File: src/rtl/euclidean_distance_matrix_3d_assert.svh
// assertion macros for the distance matrix block
`ifndef EUCLIDEAN_DISTANCE_MATRIX_3D_ASSERT_SVH
`define EUCLIDEAN_DISTANCE_MATRIX_3D_ASSERT_SVH

// same-cycle implication, checked on every clock edge out of reset
`define EDM3D_ASSERT_NOW(label, ante, cons, msg) \
   label: assert property (@(posedge clock) disable iff (reset) (ante) |-> (cons)) \
      else $error(msg);

// next-cycle implication
`define EDM3D_ASSERT_NEXT(label, ante, cons, msg) \
   label: assert property (@(posedge clock) disable iff (reset) (ante) |=> (cons)) \
      else $error(msg);

`endif

File: src/rtl/edm3d_pkg.sv
// shared types and constants for the distance matrix block
`timescale 1ns / 1ps

package edm3d_pkg;

   localparam int IDX_W          = 6;
   localparam int DIST_W         = 17;
   localparam int COL_W          = 6;
   localparam int NODE_COUNT_W   = 7;
   localparam int NODE_COUNT_RST = 64;

   localparam logic CMD_STORE = 1'b0;
   localparam logic CMD_ROW   = 1'b1;

   typedef struct packed {
      logic busy;
      logic done;
   } sqrt_status_type;

endpackage

File: src/rtl/euclidean_distance_matrix_3d.sv
// Pairwise 3D Euclidean distance engine over a stored point table. A store
// request writes one point into the table. A row request streams
// min(node_count, MAX_NODES) distances, each the floor square root of the
// squared distance, with tlast on the final one. Distances are worked one
// after another through the square root unit, which produces one root bit
// per cycle; a finished distance waits while the previous distance still
// waits in the output register.
// One request is worked at a time; req_tready is low while a row runs.
// Reading a point that was never stored gives an undefined distance.
`timescale 1ns / 1ps

module euclidean_distance_matrix_3d
   import edm3d_pkg::*;
#(
   parameter int MAX_NODES  = 64,
   parameter int COORD_BITS = 16
) (
   input  logic                         clock,
   input  logic                         reset,
   // point_index, coord_x, coord_y, coord_z, zero pad
   input  logic [((IDX_W+3*COORD_BITS+7)/8)*8-1:0] req_tdata,
   // command
   input  logic                         req_tuser,
   input  logic                         req_tvalid,
   output logic                         req_tready,
   // distance, column_index, zero pad
   output logic [23:0]                  rsp_tdata,
   output logic                         rsp_tlast,
   output logic                         rsp_tvalid,
   input  logic                         rsp_tready,
   input  logic                         csr_wr_en,
   input  logic [NODE_COUNT_W-1:0]      csr_wr_data
);

   localparam int ADDR_W  = $clog2(MAX_NODES);
   localparam int PT_W    = 3 * COORD_BITS;
   localparam int SQ_W    = 2 * COORD_BITS;
   localparam int SUM_W   = (2 * COORD_BITS + 2 > 64) ? 64 : 2 * COORD_BITS + 2;
   localparam int ROOT_W  = SUM_W / 2;

   localparam logic [2:0] S_IDLE  = 3'd0;
   localparam logic [2:0] S_ROW   = 3'd1;
   localparam logic [2:0] S_FETCH = 3'd2;
   localparam logic [2:0] S_SQR   = 3'd3;
   localparam logic [2:0] S_ADD   = 3'd4;
   localparam logic [2:0] S_ROOT  = 3'd5;
   localparam logic [2:0] S_EMIT  = 3'd6;

   logic [2:0]              state_ff, state_in;
   logic [NODE_COUNT_W-1:0] node_count_ff, node_count_in;
   logic [NODE_COUNT_W-1:0] count_ff, count_in;
   logic [NODE_COUNT_W-1:0] col_ff, col_in;
   logic [1:0]              axis_ff, axis_in;
   logic                    rsp_valid_ff, rsp_valid_in;

   logic [PT_W-1:0]         point_store_mem [MAX_NODES];
   logic [PT_W-1:0]         rd_data_ff;
   logic [PT_W-1:0]         row_ff;
   logic [SQ_W-1:0]         prod_ff;
   logic [SUM_W-1:0]        sum_ff;
   logic [DIST_W-1:0]       dist_ff;
   logic [COL_W-1:0]        col_out_ff;
   logic                    last_ff;

   logic [IDX_W-1:0]        req_point_index;
   logic                    req_fire;
   logic                    idx_ok;
   logic                    mem_we;
   logic [ADDR_W-1:0]       rd_addr;
   logic [NODE_COUNT_W-1:0] count_eff;
   logic                    row_last;
   logic                    rsp_load;

   logic signed [COORD_BITS-1:0] coord_a, coord_b;
   logic signed [COORD_BITS:0]   diff_s;
   logic [COORD_BITS-1:0]        diff;

   logic                    sq_start;
   sqrt_status_type         sq_status;
   logic [ROOT_W-1:0]       sq_root;
   logic [ROOT_W+DIST_W-1:0] root_ext;

   assign req_point_index = req_tdata[IDX_W-1:0];
   assign req_tready      = (state_ff == S_IDLE);
   assign req_fire        = req_tvalid && req_tready;
   assign idx_ok          = (32'(req_point_index) < 32'(MAX_NODES));
   assign mem_we          = req_fire && idx_ok && (req_tuser == CMD_STORE);
   assign rd_addr         = (state_ff == S_IDLE) ? ADDR_W'(req_point_index)
                                                 : ADDR_W'(col_ff);
   assign count_eff       = (32'(node_count_ff) > 32'(MAX_NODES))
                            ? NODE_COUNT_W'(MAX_NODES) : node_count_ff;
   assign row_last        = (col_ff == count_ff - NODE_COUNT_W'(1));
   assign rsp_load        = (state_ff == S_EMIT) && (!rsp_valid_ff || rsp_tready);

   // absolute coordinate difference on the current axis
   assign coord_a = row_ff[axis_ff*COORD_BITS +: COORD_BITS];
   assign coord_b = rd_data_ff[axis_ff*COORD_BITS +: COORD_BITS];
   assign diff_s  = (coord_a >= coord_b)
                    ? ({coord_a[COORD_BITS-1], coord_a} - {coord_b[COORD_BITS-1], coord_b})
                    : ({coord_b[COORD_BITS-1], coord_b} - {coord_a[COORD_BITS-1], coord_a});
   assign diff    = diff_s[COORD_BITS-1:0];

   assign sq_start = (state_ff == S_ADD);
   assign root_ext = {{DIST_W{1'b0}}, sq_root};

   edm3d_sqrt #(
      .SUM_W (SUM_W)
   ) u_sqrt (
      .clock    (clock),
      .reset    (reset),
      .start    (sq_start),
      .radicand (sum_ff + SUM_W'(prod_ff)),
      .status   (sq_status),
      .root     (sq_root)
   );

   always_comb begin
      state_in      = state_ff;
      node_count_in = node_count_ff;
      count_in      = count_ff;
      col_in        = col_ff;
      axis_in       = axis_ff;
      rsp_valid_in  = rsp_valid_ff;

      if (csr_wr_en) begin
         node_count_in = csr_wr_data;
      end
      if (rsp_load) begin
         rsp_valid_in = 1'b1;
      end else if (rsp_tready) begin
         rsp_valid_in = 1'b0;
      end

      unique case (state_ff)
         S_IDLE: begin
            if (req_fire && idx_ok && (req_tuser == CMD_ROW) &&
                (count_eff != '0)) begin
               count_in = count_eff;
               col_in   = '0;
               state_in = S_ROW;
            end
         end
         S_ROW: begin
            axis_in  = 2'd0;
            state_in = S_SQR;
         end
         S_FETCH: begin
            axis_in  = 2'd0;
            state_in = S_SQR;
         end
         S_SQR: begin
            axis_in = axis_ff + 2'd1;
            if (axis_ff == 2'd2) begin
               state_in = S_ADD;
            end
         end
         S_ADD: begin
            state_in = S_ROOT;
         end
         S_ROOT: begin
            if (sq_status.done) begin
               state_in = S_EMIT;
            end
         end
         S_EMIT: begin
            if (rsp_load) begin
               if (row_last) begin
                  state_in = S_IDLE;
               end else begin
                  col_in   = col_ff + NODE_COUNT_W'(1);
                  state_in = S_FETCH;
               end
            end
         end
         default: begin
            state_in = S_IDLE;
         end
      endcase
   end

   always_ff @(posedge clock) begin
      if (reset) begin
         state_ff      <= S_IDLE;
         node_count_ff <= NODE_COUNT_W'(NODE_COUNT_RST);
         count_ff      <= '0;
         col_ff        <= '0;
         axis_ff       <= '0;
         rsp_valid_ff  <= 1'b0;
      end else begin
         state_ff      <= state_in;
         node_count_ff <= node_count_in;
         count_ff      <= count_in;
         col_ff        <= col_in;
         axis_ff       <= axis_in;
         rsp_valid_ff  <= rsp_valid_in;
      end
   end

   // point table, one write and one registered read per cycle
   always_ff @(posedge clock) begin
      if (mem_we) begin
         point_store_mem[ADDR_W'(req_point_index)] <= req_tdata[IDX_W +: PT_W];
      end
      rd_data_ff <= point_store_mem[rd_addr];
   end

   always_ff @(posedge clock) begin
      if (state_ff == S_ROW) begin
         row_ff <= rd_data_ff;
      end
      if (state_ff == S_SQR) begin
         prod_ff <= SQ_W'(diff) * SQ_W'(diff);
         // first axis clears the sum, which then adds the product registered for the previous axis
         sum_ff  <= (axis_ff == 2'd0) ? '0 : sum_ff + SUM_W'(prod_ff);
      end
      if (rsp_load) begin
         dist_ff    <= root_ext[DIST_W-1:0];
         col_out_ff <= col_ff[COL_W-1:0];
         last_ff    <= row_last;
      end
   end

   assign rsp_tdata  = {1'b0, col_out_ff, dist_ff};
   assign rsp_tlast  = last_ff;
   assign rsp_tvalid = rsp_valid_ff;

   `include "euclidean_distance_matrix_3d_assert.svh"

   `EDM3D_ASSERT_NEXT(a_last_ends_row, rsp_load && row_last, state_ff == S_IDLE, "row did not end after last result")
   `EDM3D_ASSERT_NOW(a_col_in_range, state_ff != S_IDLE, col_ff < count_ff, "column counter beyond row length")
   `EDM3D_ASSERT_NOW(a_start_when_free, sq_start, !sq_status.busy, "square root started while busy")
   `EDM3D_ASSERT_NOW(a_done_in_root, sq_status.done, state_ff == S_ROOT, "root finished outside root wait")

endmodule

File: src/rtl/edm3d_sqrt.sv
// iterative integer square root, one result bit per cycle
`timescale 1ns / 1ps

module edm3d_sqrt
   import edm3d_pkg::*;
#(
   parameter int SUM_W = 34
) (
   input  logic                 clock,
   input  logic                 reset,
   input  logic                 start,
   input  logic [SUM_W-1:0]     radicand,
   output sqrt_status_type      status,
   output logic [SUM_W/2-1:0]   root
);

   localparam int ROOT_W = SUM_W / 2;
   localparam int CNT_W  = $clog2(ROOT_W + 1);

   logic [SUM_W-1:0]  rad_ff, rad_in;
   logic [ROOT_W+1:0] rem_ff, rem_in;
   logic [ROOT_W-1:0] root_ff, root_in;
   logic [CNT_W-1:0]  cnt_ff, cnt_in;
   logic              busy_ff, busy_in;
   logic              done_ff, done_in;

   logic [ROOT_W+1:0] rem_sh;
   logic [ROOT_W+1:0] trial;
   logic              fits;

   // bring down the next two radicand bits and try the next root bit
   assign rem_sh = {rem_ff[ROOT_W-1:0], rad_ff[SUM_W-1 -: 2]};
   assign trial  = {root_ff, 2'b01};
   assign fits   = (rem_sh >= trial);

   always_comb begin
      rad_in  = rad_ff;
      rem_in  = rem_ff;
      root_in = root_ff;
      cnt_in  = cnt_ff;
      busy_in = busy_ff;
      done_in = 1'b0;
      if (start) begin
         rad_in  = radicand;
         rem_in  = '0;
         root_in = '0;
         cnt_in  = CNT_W'(ROOT_W);
         busy_in = 1'b1;
      end else if (busy_ff) begin
         rad_in  = {rad_ff[SUM_W-3:0], 2'b00};
         rem_in  = fits ? (rem_sh - trial) : rem_sh;
         root_in = {root_ff[ROOT_W-2:0], fits};
         cnt_in  = cnt_ff - CNT_W'(1);
         if (cnt_ff == CNT_W'(1)) begin
            busy_in = 1'b0;
            done_in = 1'b1;
         end
      end
   end

   always_ff @(posedge clock) begin
      if (reset) begin
         busy_ff <= 1'b0;
         done_ff <= 1'b0;
         cnt_ff  <= '0;
      end else begin
         busy_ff <= busy_in;
         done_ff <= done_in;
         cnt_ff  <= cnt_in;
      end
   end

   always_ff @(posedge clock) begin
      rad_ff  <= rad_in;
      rem_ff  <= rem_in;
      root_ff <= root_in;
   end

   assign status.busy = busy_ff;
   assign status.done = done_ff;
   assign root        = root_ff;

endmodule

File: config.mk
export PLATFORM = sky130hd
export DESIGN_NAME = euclidean_distance_matrix_3d
export DESIGN_NICKNAME = d
export VERILOG_FILES = /design/src/rtl/edm3d_pkg.sv /design/src/rtl/euclidean_distance_matrix_3d.sv /design/src/rtl/edm3d_sqrt.sv
export VERILOG_INCLUDE_DIRS = /design/src /design/src/rtl
export SDC_FILE = /design/constraint.sdc
export NUM_CORES = 2
export LEC_CHECK = 0
export BUFFER_PORTS_ARGS = -buffer_cell sky130_fd_sc_hd__buf_2
export CORE_ASPECT_RATIO = 0.7
export CORE_MARGIN = 8
export CORE_UTILIZATION = 30
export CTS_CLUSTER_DIAMETER = 120
export DETAILED_ROUTE_END_ITERATION = 16
export GPL_ROUTABILITY_DRIVEN = 1
export PLACE_DENSITY = 0.44
export SLEW_MARGIN = 15
export SYNTH_ARGS = -nofsm -noshare
export SYNTH_HDL_FRONTEND = slang
export SYNTH_SLANG_ARGS = --single-unit
export TNS_END_PERCENT = 5
File: constraint.sdc
create_clock -name clock -period 12.1 [get_ports clock]
set_input_delay 0.605 -clock clock [delete_from_list [all_inputs] [get_ports clock]]
set_output_delay 0.605 -clock clock [all_outputs]
set_load 0.02 [all_outputs]
==> results.sh <==
export IMPL_cts_buffer_depth=4
export IMPL_fmax_mhz=88.29
export IMPL_clk_pin_slew_worst_paths_ns=0.07
export IMPL_dp_cells=17270
export IMPL_cts_tree="yes"
export IMPL_grt_setup_unrepaired="false"
export IMPL_fin_crit_sh_pct=93.61
export IMPL_syn_nets=11800
export IMPL_ios=96
export IMPL_setup_viol=0
export IMPL_clock_skew_ns=0.06607
export IMPL_arrival_ns=12.02
export IMPL_core_area_um2=475900
export IMPL_cts_buffers=341
export IMPL_cts_root_buf="clkbuf_16"
export IMPL_detail_route_wl_per_cell_um=26.38
export IMPL_die_w_um=841.7
export IMPL_synthArstFlopShare_pct=0
export IMPL_drcViolationCount=0
export IMPL_antenna_found_initial=65
export IMPL_insertion_delay_ns=0.94
export IMPL_setup_tns_ns=0
export IMPL_syn_area_per_cell_um2=12.58
export IMPL_final_layout_size_suffix_gt1_share_pct=8.328
export IMPL_rows=212
export IMPL_grtUsageTotal_pct=18.18
export IMPL_dieHeight_um=594.0
export IMPL_cp_start_kind="flip-flop"
export IMPL_synth_flop_cell="edfxtp_1"
export IMPL_viasPerCell=5.229
export IMPL_hp_class="in2reg"
export IMPL_synth_seq_area_share_pct=69.65
export IMPL_grt_first_pass_wirelength_mm=669.5
export IMPL_firstDrtPassIters=6
export IMPL_crit_start="axis_ff[0]"
export IMPL_dp_hpwl_mm=254.6
export IMPL_status="finished clean"
export IMPL_end_kind="flip-flop"
export IMPL_r2r_start="axis_ff[0]"
export IMPL_ant_nets=0
export IMPL_drt_iter0_markers=9895
export IMPL_slowest_stage="xnor2_2"
export IMPL_mappedNetlistArea_um2=143200
export IMPL_synth_cell_type_count=88
export IMPL_yosys_warnings=0
export IMPL_final_common_cell="nand2_1"
export IMPL_syn_to_final_growth_pct=13.11
export IMPL_min_from="req_tdata[28]"
export IMPL_grt_max_degree=147
export IMPL_place_port_buffers=92
export IMPL_gp_congestion=0.7843
export IMPL_dieArea_um2=499900
export IMPL_slowest_delay_ns=0.82
export IMPL_final_cell_mix="nand2_1 (3,249), edfxtp_1 (3,243), nand3_1 (792), a311oi_1 (578), and3_1 (394)"
export IMPL_drt_total_wl_mm=471.9
export IMPL_cap_violations=0
export IMPL_initial_utilization_pct=30.08
export IMPL_ys_seq_elements=3359
export IMPL_cts_sinks=3359
export IMPL_crit_type="reg2reg"
export IMPL_crit_fanout=22
export IMPL_worst_pin_slew_ns=1.322
export IMPL_gr_total_overflow=0
export IMPL_cts_htree_levels=5
export IMPL_grt_pass1_vias=90180
export IMPL_drv_slew=0
export IMPL_period_needed_ns=11.33
export IMPL_cts_resized=0
export IMPL_finalHoldViolCount=0
export IMPL_final_cells=17890
export IMPL_timing_slew_headroom_pct=11.35
export IMPL_vias=93550
export IMPL_critPathMostFrequentCell="fa_1"
export IMPL_synth_cells=11380
export IMPL_nNetsFinal=11730
export IMPL_critPathRequiredTime_ns=12.80
export IMPL_synth_edf_count=3243
==> cells in the mapped netlist, types with 33 or more instances <==
master	count	area, µm²
nand2_1	3250	12200
edfxtp_1	3243	97380
nand3_1	792	3964
a311oi_1	578	5062
clkbuf_1	562	2110
and3_1	394	2465
a21oi_1	329	1647
inv_1	294	1104
nor2_1	288	1081
a31oi_1	203	1270
ha_1	185	2315
fa_1	166	3323
a211oi_1	161	1209
buf_2	142	710.7
dfxtp_1	116	2322
o21ai_0	103	515.5
mux2i_1	78	780.8
xnor2_1	59	516.8
a21o_1	43	322.8
buf_1	38	142.6
xor2_1	33	289.0
==> registers in the layout, summed over array words and instances (netlist names), 17 cells and up <==
| name | flops |
|---|---|
| u_sqrt.rad_ff | 34 |
| u_sqrt.root | 17 |
| prod_ff | 31 |
| dist_ff | 17 |
| point_store_mem | 3072 |
| row_ff | 48 |
| rd_data_ff | 48 |
| u_sqrt.rem_ff | 17 |
| sum_ff | 34 |
==> per-layer routing <==
| layer | part of all wire, % | vias up | track usage [%] | wire [µm] |
|---|---|---|---|---|
| met5 | 0.013 | - | 0 | 60 |
| met4 | 2.1 | 10 | 3.782 | 10110 |
| met3 | 7.5 | 623 | 3.167 | 35430 |
| met2 | 42 | 3245 | 26.63 | 198900 |
| met1 | 48 | 48250 | 27.96 | 227400 |
| li1 | - | 41420 | - | - |
==> repair_timing <==
action                    in CTS  in global routing
buffers inserted               0                  0
hold buffers                   8                  0
hold endpoints to repair       8                  0
==> path summary, 6_finish.rpt <==
check	to	slack [ns]	cells past startpoint
worst min-delay path	point_store_mem[59][22]	0.10	1
worst max register to register	prod_ff[31]	0.77	36
worst min register to register	row_ff[10]	0.42	0
worst max-delay path	prod_ff[31]	0.77	36
==> worst max-delay path, delay by kind of cell (launching register included) <==
kind / cells / cell delay, ns
simple gates: 10 / 2.26
compound gates: 8 / 2.23
flops: 1 / 0.61
mux: 2 / 0.57
fa+ha+maj: 8 / 3.68
xor+xnor: 1 / 0.82
buf+inv: 7 / 0.92
==> area by class of cell <==
cell class	count	area, µm²
Fill cell	46490	313900
Sequential cell	3359	99710
Multi-Input combinational cell	6955	39920
Clock buffer	418	8999
Tap cell	6313	7899
Timing Repair Buffer	350	2826
Clock inverter	174	1388
Inverter	307	1155
Antenna cell	15	37.54
==> cells by family (layout without fill, tap and decap cells) <==
group / count (synthesis) / count (layout) / share of synthesized area (%)
mux: 86 / 86 / 0.6135
xor+xnor: 100 / 100 / 0.6537
other cells: 1 / 16 / 0.002619
simple gates: 4891 / 4891 / 14.52
buf+inv: 1064 / 1249 / 2.974
fa+ha+maj: 351 / 351 / 3.938
flops: 3359 / 3359 / 69.65
compound gates: 1526 / 1526 / 7.653
==> through the flow <==
step                      hold slack, ns  area (µm²)  worst slack, ns  utilization, %
after floorplan                   0.4074      143200            2.690               -
after global placement            0.4145      151300           0.9603           31.80
after detailed placement          0.4137      151300           0.9449           31.80
after CTS                       0.008100      161800           0.8711           34.00
after global routing             0.05927      161900           0.3048           34.02
final                             0.1007      161900           0.7736           34.03
Power is not shown: default switching activity piles up to over one toggle a cycle in this logic, so the estimate is an artifact.
